## src/sv/pft_pkg.sv

```systemverilog
// Package for the five-tuple parser: EtherType, IP and protocol codes,
// layer lengths, result flag bits, and the frame record and result types.
// No dependencies.
package pft_pkg;

    // EtherTypes that are accepted
    localparam logic [15:0] ETH_VLAN      = 16'h8100;
    localparam logic [15:0] ETH_PPPOE_SES = 16'h8864;
    localparam logic [15:0] ETH_IPV4      = 16'h0800;
    localparam logic [15:0] ETH_IPV6      = 16'h86DD;

    // IP version nibble and header length
    localparam logic [3:0] IP_VER4  = 4'd4;
    localparam logic [3:0] IP_VER6  = 4'd6;
    localparam logic [3:0] IPV4_IHL = 4'd5;

    // L4 protocol numbers
    localparam logic [7:0] PROTO_TCP = 8'd6;
    localparam logic [7:0] PROTO_UDP = 8'd17;

    // Frame lengths a layer needs; the first three are also the L4 offsets
    localparam logic [6:0] LEN_L2      = 7'd14;
    localparam logic [6:0] LEN_IPV4    = 7'd34;
    localparam logic [6:0] LEN_IPV6    = 7'd54;
    localparam logic [6:0] LEN_IPV4_L4 = 7'd38;
    localparam logic [6:0] LEN_IPV6_L4 = 7'd58;

    // Result flag bits
    localparam logic [4:0] FLAG_L2   = 5'b00001;
    localparam logic [4:0] FLAG_IPV4 = 5'b00010;
    localparam logic [4:0] FLAG_IPV6 = 5'b00100;
    localparam logic [4:0] FLAG_TCP  = 5'b01000;
    localparam logic [4:0] FLAG_UDP  = 5'b10000;

    // Everything captured from one frame, handed from front to back
    typedef struct packed {
        logic [47:0] dst_mac;
        logic [47:0] src_mac;
        logic [15:0] ethertype;
        logic [31:0] ip_hdr;      // byte 14, frag field, protocol
        logic [63:0] addr0;       // source high
        logic [63:0] addr1;       // source low
        logic [63:0] addr2;       // destination high
        logic [63:0] addr3;       // destination low
        logic [31:0] ports;
        logic [6:0]  frame_len;   // 1..64
    } t_frame_rec;

    // One tuple result
    typedef struct packed {
        logic [4:0]  flags;
        logic [15:0] ethertype;
        logic [47:0] src_mac;
        logic [47:0] dst_mac;
        logic [7:0]  l4_protocol;
        logic [63:0] src_addr_high;
        logic [63:0] src_addr_low;
        logic [63:0] dst_addr_high;
        logic [63:0] dst_addr_low;
        logic [15:0] source_port;
        logic [15:0] dest_port;
        logic [5:0]  l4_offset;
    } t_result;

endpackage

```

## src/sv/packet_five_tuple_parser.sv

```systemverilog
// Ethernet/IPv4/IPv6/TCP/UDP five-tuple parser, top level.
// Depends on pft_pkg, pft_fifo, pft_front and pft_back.
//
//  channel  | handshake           | payload
//  ---------+---------------------+----------------------------------------
//  bytes in | push / full         | i_frame_byte, i_last_byte
//  results  | empty / pop         | o_flags .. o_l4_offset, one per frame
//
// One byte is taken per cycle while full is low; a result is ready after its
// last byte has passed the front record queue and then the result queue. Each
// frame costs one request slot per byte, so back-to-back single-byte frames
// also run at one per cycle. full rises only when the two-entry record queue is
// full, i.e. when the result side has stalled. Reset (synchronous, active low)
// empties both queues and restarts the byte count.
module packet_five_tuple_parser (
    input  logic        i_clk,
    input  logic        i_rst_n,
    input  logic        push,
    output logic        full,
    input  logic [7:0]  i_frame_byte,
    input  logic        i_last_byte,
    output logic        empty,
    input  logic        pop,
    output logic [4:0]  o_flags,
    output logic [15:0] o_ethertype,
    output logic [47:0] o_src_mac,
    output logic [47:0] o_dst_mac,
    output logic [7:0]  o_l4_protocol,
    output logic [63:0] o_src_addr_high,
    output logic [63:0] o_src_addr_low,
    output logic [63:0] o_dst_addr_high,
    output logic [63:0] o_dst_addr_low,
    output logic [15:0] o_source_port,
    output logic [15:0] o_dest_port,
    output logic [5:0]  o_l4_offset
);

    localparam int REC_W = $bits(pft_pkg::t_frame_rec);

    pft_pkg::t_frame_rec w_rec_in;
    pft_pkg::t_frame_rec w_rec_head;
    logic [REC_W-1:0]    w_rec_data;
    logic                w_rec_push;
    logic                w_rec_empty;
    logic                w_rec_pop;
    pft_pkg::t_result    w_result;

    // front: byte capture
    pft_front u_front (
        .i_clk        (i_clk),
        .i_rst_n      (i_rst_n),
        .i_push       (push),
        .i_q_full     (full),
        .i_frame_byte (i_frame_byte),
        .i_last_byte  (i_last_byte),
        .o_rec_push   (w_rec_push),
        .o_rec        (w_rec_in)
    );

    // record queue between front and back
    pft_fifo #(
        .WIDTH (REC_W)
    ) u_rec_q (
        .i_clk   (i_clk),
        .i_rst_n (i_rst_n),
        .i_push  (w_rec_push),
        .i_data  (w_rec_in),
        .o_full  (full),
        .i_pop   (w_rec_pop),
        .o_data  (w_rec_data),
        .o_empty (w_rec_empty)
    );

    assign w_rec_head = pft_pkg::t_frame_rec'(w_rec_data);

    // back: result build and result queue
    pft_back u_back (
        .i_clk       (i_clk),
        .i_rst_n     (i_rst_n),
        .i_rec       (w_rec_head),
        .i_rec_valid (!w_rec_empty),
        .o_rec_pop   (w_rec_pop),
        .i_pop       (pop),
        .o_empty     (empty),
        .o_result    (w_result)
    );

    assign o_flags         = w_result.flags;
    assign o_ethertype     = w_result.ethertype;
    assign o_src_mac       = w_result.src_mac;
    assign o_dst_mac       = w_result.dst_mac;
    assign o_l4_protocol   = w_result.l4_protocol;
    assign o_src_addr_high = w_result.src_addr_high;
    assign o_src_addr_low  = w_result.src_addr_low;
    assign o_dst_addr_high = w_result.dst_addr_high;
    assign o_dst_addr_low  = w_result.dst_addr_low;
    assign o_source_port   = w_result.source_port;
    assign o_dest_port     = w_result.dest_port;
    assign o_l4_offset     = w_result.l4_offset;

endmodule

```

## src/sv/pft_fifo.sv

```systemverilog
// Two-entry queue with the head always in the first slot.
// Generic over data width; no package dependency.
module pft_fifo #(
    parameter int WIDTH = 8
) (
    input  logic             i_clk,
    input  logic             i_rst_n,
    input  logic             i_push,
    input  logic [WIDTH-1:0] i_data,
    output logic             o_full,
    input  logic             i_pop,
    output logic [WIDTH-1:0] o_data,
    output logic             o_empty
);

    logic [WIDTH-1:0] r_slot0;
    logic [WIDTH-1:0] r_slot1;
    logic [1:0]       r_count;
    logic             w_push;
    logic             w_pop;

    assign o_full  = (r_count == 2'd2);
    assign o_empty = (r_count == 2'd0);
    assign o_data  = r_slot0;
    assign w_push  = i_push && !o_full;
    assign w_pop   = i_pop && !o_empty;

    // occupancy
    always_ff @(posedge i_clk) begin
        if (!i_rst_n) begin
            r_count <= 2'd0;
        end else if (w_push && !w_pop) begin
            r_count <= r_count + 2'd1;
        end else if (w_pop && !w_push) begin
            r_count <= r_count - 2'd1;
        end
    end

    // slots: pop shifts down, push fills the first free slot
    always_ff @(posedge i_clk) begin
        if (w_push && w_pop) begin
            r_slot0 <= i_data;
        end else if (w_pop) begin
            r_slot0 <= r_slot1;
        end else if (w_push) begin
            if (r_count == 2'd0) begin
                r_slot0 <= i_data;
            end else begin
                r_slot1 <= i_data;
            end
        end
    end

endmodule

```

## src/sv/pft_front.sv

```systemverilog
// Front end: takes frame bytes, captures header fields by byte position and
// hands a frame record on at the last byte. Depends on pft_pkg.
module pft_front (
    input  logic              i_clk,
    input  logic              i_rst_n,
    input  logic              i_push,
    input  logic              i_q_full,
    input  logic [7:0]        i_frame_byte,
    input  logic              i_last_byte,
    output logic              o_rec_push,
    output pft_pkg::t_frame_rec o_rec
);

    logic [5:0]  r_pos;
    logic [47:0] r_dst_mac, n_dst_mac;
    logic [47:0] r_src_mac, n_src_mac;
    logic [15:0] r_type,    n_type;
    logic [31:0] r_ip_hdr,  n_ip_hdr;
    logic [63:0] r_addr0,   n_addr0;
    logic [63:0] r_addr1,   n_addr1;
    logic [63:0] r_addr2,   n_addr2;
    logic [63:0] r_addr3,   n_addr3;
    logic [31:0] r_ports,   n_ports;
    logic [3:0]  w_ver;
    logic        w_accept;

    assign w_accept = i_push && !i_q_full;
    assign w_ver    = r_ip_hdr[31:28];

    // capture of the current byte by its position
    always_comb begin
        n_dst_mac = r_dst_mac;
        n_src_mac = r_src_mac;
        n_type    = r_type;
        n_ip_hdr  = r_ip_hdr;
        n_addr0   = r_addr0;
        n_addr1   = r_addr1;
        n_addr2   = r_addr2;
        n_addr3   = r_addr3;
        n_ports   = r_ports;
        if (r_pos < 6'd6) begin
            n_dst_mac = {r_dst_mac[39:0], i_frame_byte};
        end else if (r_pos < 6'd12) begin
            n_src_mac = {r_src_mac[39:0], i_frame_byte};
        end else if (r_pos < 6'd14) begin
            n_type = {r_type[7:0], i_frame_byte};
        end else if (r_pos == 6'd14) begin
            n_ip_hdr[31:24] = i_frame_byte;
        end else if (w_ver == pft_pkg::IP_VER4) begin
            // flags/fragment, protocol, addresses, ports
            if (r_pos == 6'd20 || r_pos == 6'd21) begin
                n_ip_hdr[23:8] = {r_ip_hdr[15:8], i_frame_byte};
            end else if (r_pos == 6'd23) begin
                n_ip_hdr[7:0] = i_frame_byte;
            end else if (r_pos inside {[6'd26:6'd29]}) begin
                n_addr1 = {r_addr1[55:0], i_frame_byte};
            end else if (r_pos inside {[6'd30:6'd33]}) begin
                n_addr3 = {r_addr3[55:0], i_frame_byte};
            end else if (r_pos inside {[6'd34:6'd37]}) begin
                n_ports = {r_ports[23:0], i_frame_byte};
            end
        end else if (w_ver == pft_pkg::IP_VER6) begin
            // next header, two 128-bit addresses, ports
            if (r_pos == 6'd20) begin
                n_ip_hdr[7:0] = i_frame_byte;
            end else if (r_pos inside {[6'd22:6'd29]}) begin
                n_addr0 = {r_addr0[55:0], i_frame_byte};
            end else if (r_pos inside {[6'd30:6'd37]}) begin
                n_addr1 = {r_addr1[55:0], i_frame_byte};
            end else if (r_pos inside {[6'd38:6'd45]}) begin
                n_addr2 = {r_addr2[55:0], i_frame_byte};
            end else if (r_pos inside {[6'd46:6'd53]}) begin
                n_addr3 = {r_addr3[55:0], i_frame_byte};
            end else if (r_pos inside {[6'd54:6'd57]}) begin
                n_ports = {r_ports[23:0], i_frame_byte};
            end
        end
    end

    // byte position, saturating at 63, cleared after the last byte
    always_ff @(posedge i_clk) begin
        if (!i_rst_n) begin
            r_pos <= 6'd0;
        end else if (w_accept) begin
            if (i_last_byte) begin
                r_pos <= 6'd0;
            end else if (r_pos != 6'd63) begin
                r_pos <= r_pos + 6'd1;
            end
        end
    end

    // captured fields; every field read later is fully rewritten per frame
    always_ff @(posedge i_clk) begin
        if (w_accept) begin
            r_dst_mac <= n_dst_mac;
            r_src_mac <= n_src_mac;
            r_type    <= n_type;
            r_ip_hdr  <= n_ip_hdr;
            r_addr0   <= n_addr0;
            r_addr1   <= n_addr1;
            r_addr2   <= n_addr2;
            r_addr3   <= n_addr3;
            r_ports   <= n_ports;
        end
    end

    // record of the frame including its last byte
    assign o_rec_push          = w_accept && i_last_byte;
    assign o_rec.dst_mac       = n_dst_mac;
    assign o_rec.src_mac       = n_src_mac;
    assign o_rec.ethertype     = n_type;
    assign o_rec.ip_hdr        = n_ip_hdr;
    assign o_rec.addr0         = n_addr0;
    assign o_rec.addr1         = n_addr1;
    assign o_rec.addr2         = n_addr2;
    assign o_rec.addr3         = n_addr3;
    assign o_rec.ports         = n_ports;
    assign o_rec.frame_len     = {1'b0, r_pos} + 7'd1;

endmodule

```

## src/sv/pft_back.sv

```systemverilog
// Back end: turns a frame record into a tuple result and queues it for the
// result side. Depends on pft_pkg and pft_fifo.
module pft_back (
    input  logic                i_clk,
    input  logic                i_rst_n,
    input  pft_pkg::t_frame_rec i_rec,
    input  logic                i_rec_valid,
    output logic                o_rec_pop,
    input  logic                i_pop,
    output logic                o_empty,
    output pft_pkg::t_result    o_result
);

    localparam int RES_W = $bits(pft_pkg::t_result);

    pft_pkg::t_result   w_res;
    logic [RES_W-1:0]   w_head;
    logic               w_out_full;
    logic [3:0]         w_ver;
    logic [3:0]         w_ihl;
    logic [13:0]        w_frag;
    logic [7:0]         w_proto;
    logic               w_type_ok;
    logic               w_is_ip;
    logic [4:0]         w_l4_flag;

    assign w_ver   = i_rec.ip_hdr[31:28];
    assign w_ihl   = i_rec.ip_hdr[27:24];
    assign w_frag  = i_rec.ip_hdr[21:8];
    assign w_proto = i_rec.ip_hdr[7:0];

    assign w_is_ip   = (i_rec.ethertype == pft_pkg::ETH_IPV4) ||
                       (i_rec.ethertype == pft_pkg::ETH_IPV6);
    assign w_type_ok = w_is_ip ||
                       (i_rec.ethertype == pft_pkg::ETH_VLAN) ||
                       (i_rec.ethertype == pft_pkg::ETH_PPPOE_SES);

    // L4 flag for a protocol that carries ports
    always_comb begin
        case (w_proto)
            pft_pkg::PROTO_TCP: w_l4_flag = pft_pkg::FLAG_TCP;
            pft_pkg::PROTO_UDP: w_l4_flag = pft_pkg::FLAG_UDP;
            default:            w_l4_flag = 5'b00000;
        endcase
    end

    // layer-by-layer result build
    always_comb begin
        w_res = '0;
        if (i_rec.frame_len >= pft_pkg::LEN_L2 && w_type_ok) begin
            w_res.flags     = pft_pkg::FLAG_L2;
            w_res.ethertype = i_rec.ethertype;
            w_res.src_mac   = i_rec.src_mac;
            w_res.dst_mac   = i_rec.dst_mac;
            w_res.l4_offset = pft_pkg::LEN_L2[5:0];
            if (w_is_ip) begin
                if (w_ver == pft_pkg::IP_VER4 && i_rec.frame_len >= pft_pkg::LEN_IPV4) begin
                    // fragments and option headers stay L2 only
                    if (w_frag == 14'd0 && w_ihl == pft_pkg::IPV4_IHL) begin
                        w_res.flags        = w_res.flags | pft_pkg::FLAG_IPV4;
                        w_res.l4_protocol  = w_proto;
                        w_res.src_addr_low = {32'd0, i_rec.addr1[31:0]};
                        w_res.dst_addr_low = {32'd0, i_rec.addr3[31:0]};
                        w_res.l4_offset    = pft_pkg::LEN_IPV4[5:0];
                        if (i_rec.frame_len >= pft_pkg::LEN_IPV4_L4 &&
                            w_l4_flag != 5'b00000) begin
                            w_res.flags       = w_res.flags | w_l4_flag;
                            w_res.source_port = i_rec.ports[31:16];
                            w_res.dest_port   = i_rec.ports[15:0];
                        end
                    end
                end else if (w_ver == pft_pkg::IP_VER6 &&
                             i_rec.frame_len >= pft_pkg::LEN_IPV6) begin
                    w_res.flags         = w_res.flags | pft_pkg::FLAG_IPV6;
                    w_res.l4_protocol   = w_proto;
                    w_res.src_addr_high = i_rec.addr0;
                    w_res.src_addr_low  = i_rec.addr1;
                    w_res.dst_addr_high = i_rec.addr2;
                    w_res.dst_addr_low  = i_rec.addr3;
                    w_res.l4_offset     = pft_pkg::LEN_IPV6[5:0];
                    if (i_rec.frame_len >= pft_pkg::LEN_IPV6_L4 &&
                        w_l4_flag != 5'b00000) begin
                        w_res.flags       = w_res.flags | w_l4_flag;
                        w_res.source_port = i_rec.ports[31:16];
                        w_res.dest_port   = i_rec.ports[15:0];
                    end
                end
            end
        end
    end

    // move one record per cycle while the result queue has room
    assign o_rec_pop = i_rec_valid && !w_out_full;

    pft_fifo #(
        .WIDTH (RES_W)
    ) u_out_q (
        .i_clk   (i_clk),
        .i_rst_n (i_rst_n),
        .i_push  (o_rec_pop),
        .i_data  (w_res),
        .o_full  (w_out_full),
        .i_pop   (i_pop),
        .o_data  (w_head),
        .o_empty (o_empty)
    );

    assign o_result = pft_pkg::t_result'(w_head);

endmodule
```

## config.mk

```make
export PLATFORM = sky130hd
export DESIGN_NAME = packet_five_tuple_parser
export DESIGN_NICKNAME = d
export VERILOG_FILES = /design/src/sv/pft_pkg.sv /design/src/sv/packet_five_tuple_parser.sv /design/src/sv/pft_fifo.sv /design/src/sv/pft_front.sv /design/src/sv/pft_back.sv
export SDC_FILE = /design/constraint.sdc
export NUM_CORES = 2
export LEC_CHECK = 0
export BUFFER_PORTS_ARGS = -buffer_cell sky130_fd_sc_hd__buf_4
export CORE_ASPECT_RATIO = 1.25
export CORE_MARGIN = 2
export CORE_UTILIZATION = 48
export CTS_BUF_LIST = sky130_fd_sc_hd__clkbuf_8 sky130_fd_sc_hd__clkbuf_16
export CTS_CLUSTER_SIZE = 25
export DETAILED_ROUTE_END_ITERATION = 7
export SLEW_MARGIN = 15
export SYNTH_ARGS = -nofsm -noshare
export SYNTH_HDL_FRONTEND = slang
export SYNTH_SLANG_ARGS = --single-unit
```

## constraint.sdc

```tcl
create_clock -name i_clk -period 70.3 [get_ports i_clk]
set_clock_uncertainty 0.1 [all_clocks]
set_input_delay 7.03 -clock i_clk [delete_from_list [all_inputs] [get_ports i_clk]]
set_output_delay 7.03 -clock i_clk [all_outputs]
set_load 0.03 [all_outputs]
```

==> Word level (Yosys, flattened, before mapping) <==
Cells that the tools add are included.
{ "op_classes": {"mul": 0, "n_lt_le_gt_ge": 21, "n_div": 0, "reduce_logical": 55, "mux": 114, "eq_ne": 18, "n_addsub": 6, "n_bitwise": 6, "shifts": 0} }
{ "ops": {"columns": ["operator", "n"], "rows": [
  ["64-bit two-way mux", 48],
  ["419-bit two-way mux", 5],
  ["439-bit two-way mux", 4],
  ["32-bit two-way mux", 23],
  ["302-bit two-way mux", 2],
  ["48-bit two-way mux", 3],
  ["102-bit two-way mux", 1],
  ["16-bit two-way mux", 5],
  ["70-bit two-way mux", 1],
  ["8-bit two-way mux", 8],
  ["16-bit equality test (second input constant)", 3],
  ["6-bit <= comparator (second input constant)", 5],
  ["5-bit two-way mux", 6],
  ["7-bit by 6-bit greater-or-equal comparator with 1-bit output (second input constant)", 4],
  ["1-bit logical AND", 27],
  ["6-bit greater-or-equal comparator (second input constant)", 4],
  ["24-bit two-way mux", 1],
  ["4-bit by 3-bit equality test with 1-bit output (second input constant)", 5],
  ["6-bit by 5-bit equality test with 1-bit output (second input constant)", 3],
  ["6-bit by 5-bit greater-or-equal comparator with 1-bit output (second input constant)", 3],
  ["16-bit by 12-bit equality test with 1-bit output (second input constant)", 1],
  ["14-bit zero test", 1],
  ["6-bit by 4-bit < comparator with 1-bit output (second input constant)", 2],
  ["6-bit two-way mux", 2],
  ["other kinds (23)", 53]
]} }
{ "word_totals": {"mem_bits_ro": 0, "ram_bits": 0, "regBits": 2158, "memories": 0, "latch_bits": 0} }

==> Logic depth before layout (Yosys ltp) <==
{ "depth": {"depth_word": 18, "ltp_mapped": 11} }

==> Modules after synthesis <==
From an unflattened synthesis, not the netlist that was laid out.
{ "hier_totals": {"cells_unflattened": 4225, "area_unflattened_um2": 88504.9} }
{ "by_module_without_submodules": {"columns": ["mod", "seq_area_each_um2", "cells_per_inst", "instances", "area_each_um2"], "rows": [
  ["pft_fifo at u_rec_q", 26405.3, 1384, 1, 33922.5],
  ["pft_fifo at u_back.u_out_q", 25204.2, 1322, 1, 32486.2],
  ["pft_front", 13092.6, 1009, 1, 18944.4],
  ["pft_back", 0.0, 509, 1, 3148.0],
  ["packet_five_tuple_parser", 0.0, 1, 1, 3.8]
]} }

==> Worst setup path after synthesis <==
No wires, ideal clock.
{ "synth_timing": {"path_kind": "input -> register", "start": "input port i_last_byte", "end": "register u_rec_q.r_slot1[100] (enable)", "arrival_time_ns": 51.460, "setup_slack_ns": 16.288, "setup_time_ns": 2.452, "cell_stages": 3, "required_ns": 67.748, "cell_sequence": "and3_1 ha_1 nor4b_1"} }
{ "synth_between": {"elab_chain_cells": 5} }
{ "synth_lines": {"columns": ["item", "line_no", "rtl"], "rows": [
  ["start: declaration", "packet_five_tuple_parser.sv:21", "input logic i_last_byte,"],
  ["1-bit logical AND (*)", "pft_front.sv:109", "assign o_rec_push = w_accept && i_last_byte;"],
  ["1-bit logical AND (*)", "pft_fifo.sv:25", "assign w_push = i_push && !o_full;"],
  ["1-bit logical AND", "pft_fifo.sv:41", "if (w_push && w_pop) begin"],
  ["1-bit NOT (no source line)", null, null],
  ["4-bit AND reduction (no source line) (*)", null, null],
  ["end signal: assignment", "pft_fifo.sv:49", "r_slot1 <= i_data;"],
  ["end: declaration", "pft_fifo.sv:17", "logic [WIDTH-1:0] r_slot1;"]
]} }
Every way passes the cells marked *; elsewhere a longest branch is shown, timed or not.
A chain may end at the register's enable or synchronous reset.

==> Worst setup path after layout <==
{ "layout_timing": {"start": "input port i_last_byte", "end": "register u_rec_q.r_slot1[315] (enable)"} }
The elaborated chain is that of the path after synthesis.

==> impl_results.md <==
* Antenna Nets Post-Route at 0
* PwrDens at 39.0 nW/um2
* Most frequent CP cell: buf_4
* R2r setup slk at 64990 ps
* Initial Utilization at 0.483
* Register bit total from synthesis at 2144
* Max capacitance violation total at 0
* Main synth FF type: edfxtp_1
* CP max-delay cell: buf_4
* Outcome: complete, no violations
* CTS root buffer: clkbuf_16
* Period Utilization, post-route at 0.154
* Synth Cell Area at 85000 um2
* Final Hold Fails at 0
* Worst slew pin tran at 1180 ps
* Yosys cell types at 75
* Cell Rows at 172
* PortBufs at 432
* Worst-path maximum fanout at 67
* Critical path class: in2reg
* Setup tns final at 0 ps
* Final Net Count at 5733
* Final hold slack at 404 ps
* Tot GR Track Use at 0.208
* TritonCTS clock tree: yes
* Highest Clock Rate at 0.0923 GHz
* Commonest cells after routing, fill and taps aside: 2134 x edfxtp_1, 641 x mux2_2, 516 x nor2_1
* Number of clock buffers inserted by TritonCTS at 204
* Setup ws final at 59470 ps
* Mapped Cells at 5340
* HP Class: reg2reg
* Pin count of the biggest net entering global routing at 204
* I/O pins at 434
* Clk sinks at 2144
* Fin cells at 8244
* 1st-pass router iterations at 6
* Setup-failing EPs final at 0
* CTS-repair resized insts at 0
* Routed vias/inst at 5.52
* Pins Over Slew Limit at 0
* Average size of a mapped cell at 15.9 um2
* Layout cell share with drive strength beyond 1 at 0.258
* Critical-path cell list: buf_4, and3_1, ha_1, nor4b_2, buf_4, buf_4, buf_4, buf_4
* Global-route wire length before repair at 287000 um
* Total grt overflow at 0
* HP Start: u_back.u_out_q.r_slot1[42]
* Setup bufs post-CTS at 0
* Synth Warn # at 0
* Hold Buf Count CTS at 0
* Commonest non-fill, non-tap cell in the layout: edfxtp_1
* Post-Route WL at 192000 um
* Later-pin clock latency in the skew report at 860 ps
* Kind of end point of the critical path: flip-flop
* Area grow syn2layout at 14.2%
* Post-synth ARST share at 0
* Final worst path period need at 10830 ps
* CTS clk-pin slew, worst paths at 60 ps
* Max_slew headroom at 0.214
* DRC Markers at 0
* Die area at 180000 um2
* Dpl ws at 58510 ps
* Antenna violations before repair at 12
* Routed len/inst at 23.3 um
* Data arrival time of the critical path at 11200 ps
* Post-DP HPWL at 108000 um
* Die width at 380 um
* Via count at 45500
* Worst path max stage delay at 860 ps
* Lkg Pwr at 32.0 nW
* Core area at 176000 um2
* Worst Setup SP: i_last_byte
* Die height at 474 um
* H-tree lvl count at 4
* RSZ-0062 raised after global routing: no
* R2R Path Start: u_back.u_out_q.r_count[1]
* WP data required at 70670 ps
* VDD IR max at 0.0000620 V
* GPL Wtd Cong at 0.762
* Cells after DPL at 7854
* Maximum clock path buffer count at 3
* Worst Setup Start Kind: input port
* 1st-iter DRT viols at 4587
* Vias in the first global route at 44400
* Number of synthesized flops with an enable pin at 2134
* Sequential fraction of the synthesis area at 0.757
[kinds of logic after synthesis]
logic type               count (synthesis)  synth area share
multiplexers                           734             0.101
AND/OR/NAND/NOR                       1451            0.0806
adder cells (fa/ha/maj)                  9           0.00133
flip-flops                            2144             0.757
other                                    1         0.0000441
AO/OA/AOI/OAI                          585            0.0396
buffers and inverters                  408            0.0204
XOR/XNOR                                 8          0.000825
[routing by layer]
layer	wire length [um]	global-route usage	up-vias
met5	0	0	-
met4	3570	0.0574	0
met3	11800	0.0364	220
met2	85700	0.304	1416
met1	90700	0.320	23200
li1	-	-	20700
[power by group]
| part | switching (mW) | internal, mW |
|---|---|---|
| registers | 0.103 | 1.70 |
| logic | 0.643 | 0.249 |
| clock network | 0.479 | 0.605 |
[cells in the mapped netlist, types with 5 or more instances]
library cell,count,area share
mux2_2,641,0.085
buf_2,74,0.0044
mux2_4,74,0.013
nor4b_1,5,0.00052
buf_6,13,0.0017
nor2_1,518,0.023
buf_1,22,0.00097
and2_1,192,0.014
mux2_1,16,0.0021
o21ai_0,352,0.021
inv_1,76,0.0034
nand2_1,405,0.018
a31oi_1,97,0.0071
edfxtp_1,2134,0.75
nor3_1,5,0.00029
a21oi_1,73,0.0043
nor4_1,6,0.00044
dfxtp_1,10,0.0024
nand3_1,39,0.0023
clkbuf_1,219,0.0097
nor2b_1,6,0.00044
nand2b_1,5,0.00037
ha_1,9,0.0013
and3_1,228,0.017
a32o_1,32,0.0038
xnor2_1,5,0.00052
o31ai_1,5,0.00044
[state kept, by name, summed over array words and instances (netlist names), 64 cells and up]
| signal | count |
|---|---|
| u_rec_q.o_data | 436 |
| u_back.u_out_q.o_data | 416 |
| u_front.r_addr3 | 64 |
| u_front.r_addr0 | 64 |
| u_front.r_addr1 | 64 |
| u_rec_q.r_slot1 | 436 |
| u_back.u_out_q.r_slot1 | 416 |
| u_front.r_addr2 | 64 |
[final cells by class]
cell class                 instances  area (um2)
multi-input combinational       2792       19100
sequential                      2144       64300
antenna                           10        25.0
inverter                          76         293
fill                           14000       78800
timing repair buffer             493        3810
clock inverter                   170        1380
tap                             2349        2940
clock buffer                     210        5220
[worst paths after layout]
kind                               end  cells after the start
max               u_rec_q.r_slot1[315]                      8
min          u_back.u_out_q.o_data[42]                      2
max reg2reg       u_rec_q.r_slot1[315]                      8
min reg2reg  u_back.u_out_q.o_data[42]                      2
[critical path, delay by kind of cell]
kind / cells / cell delay (ps)
adder cells (fa/ha/maj): 1 / 170
buffers and inverters: 5 / 3320
AND/OR/NAND/NOR: 2 / 490
[per-stage QoR]
stage,util,power [mW],area (um2)
after floorplan,-,2.59,85000
after global placement,0.514,2.74,90400
after detailed placement,0.514,2.74,90400
after CTS,0.552,3.83,97000
after global routing,0.552,3.93,97000
final,0.552,3.78,97000
No activity file was read; power rests on OpenSTA's default activity.
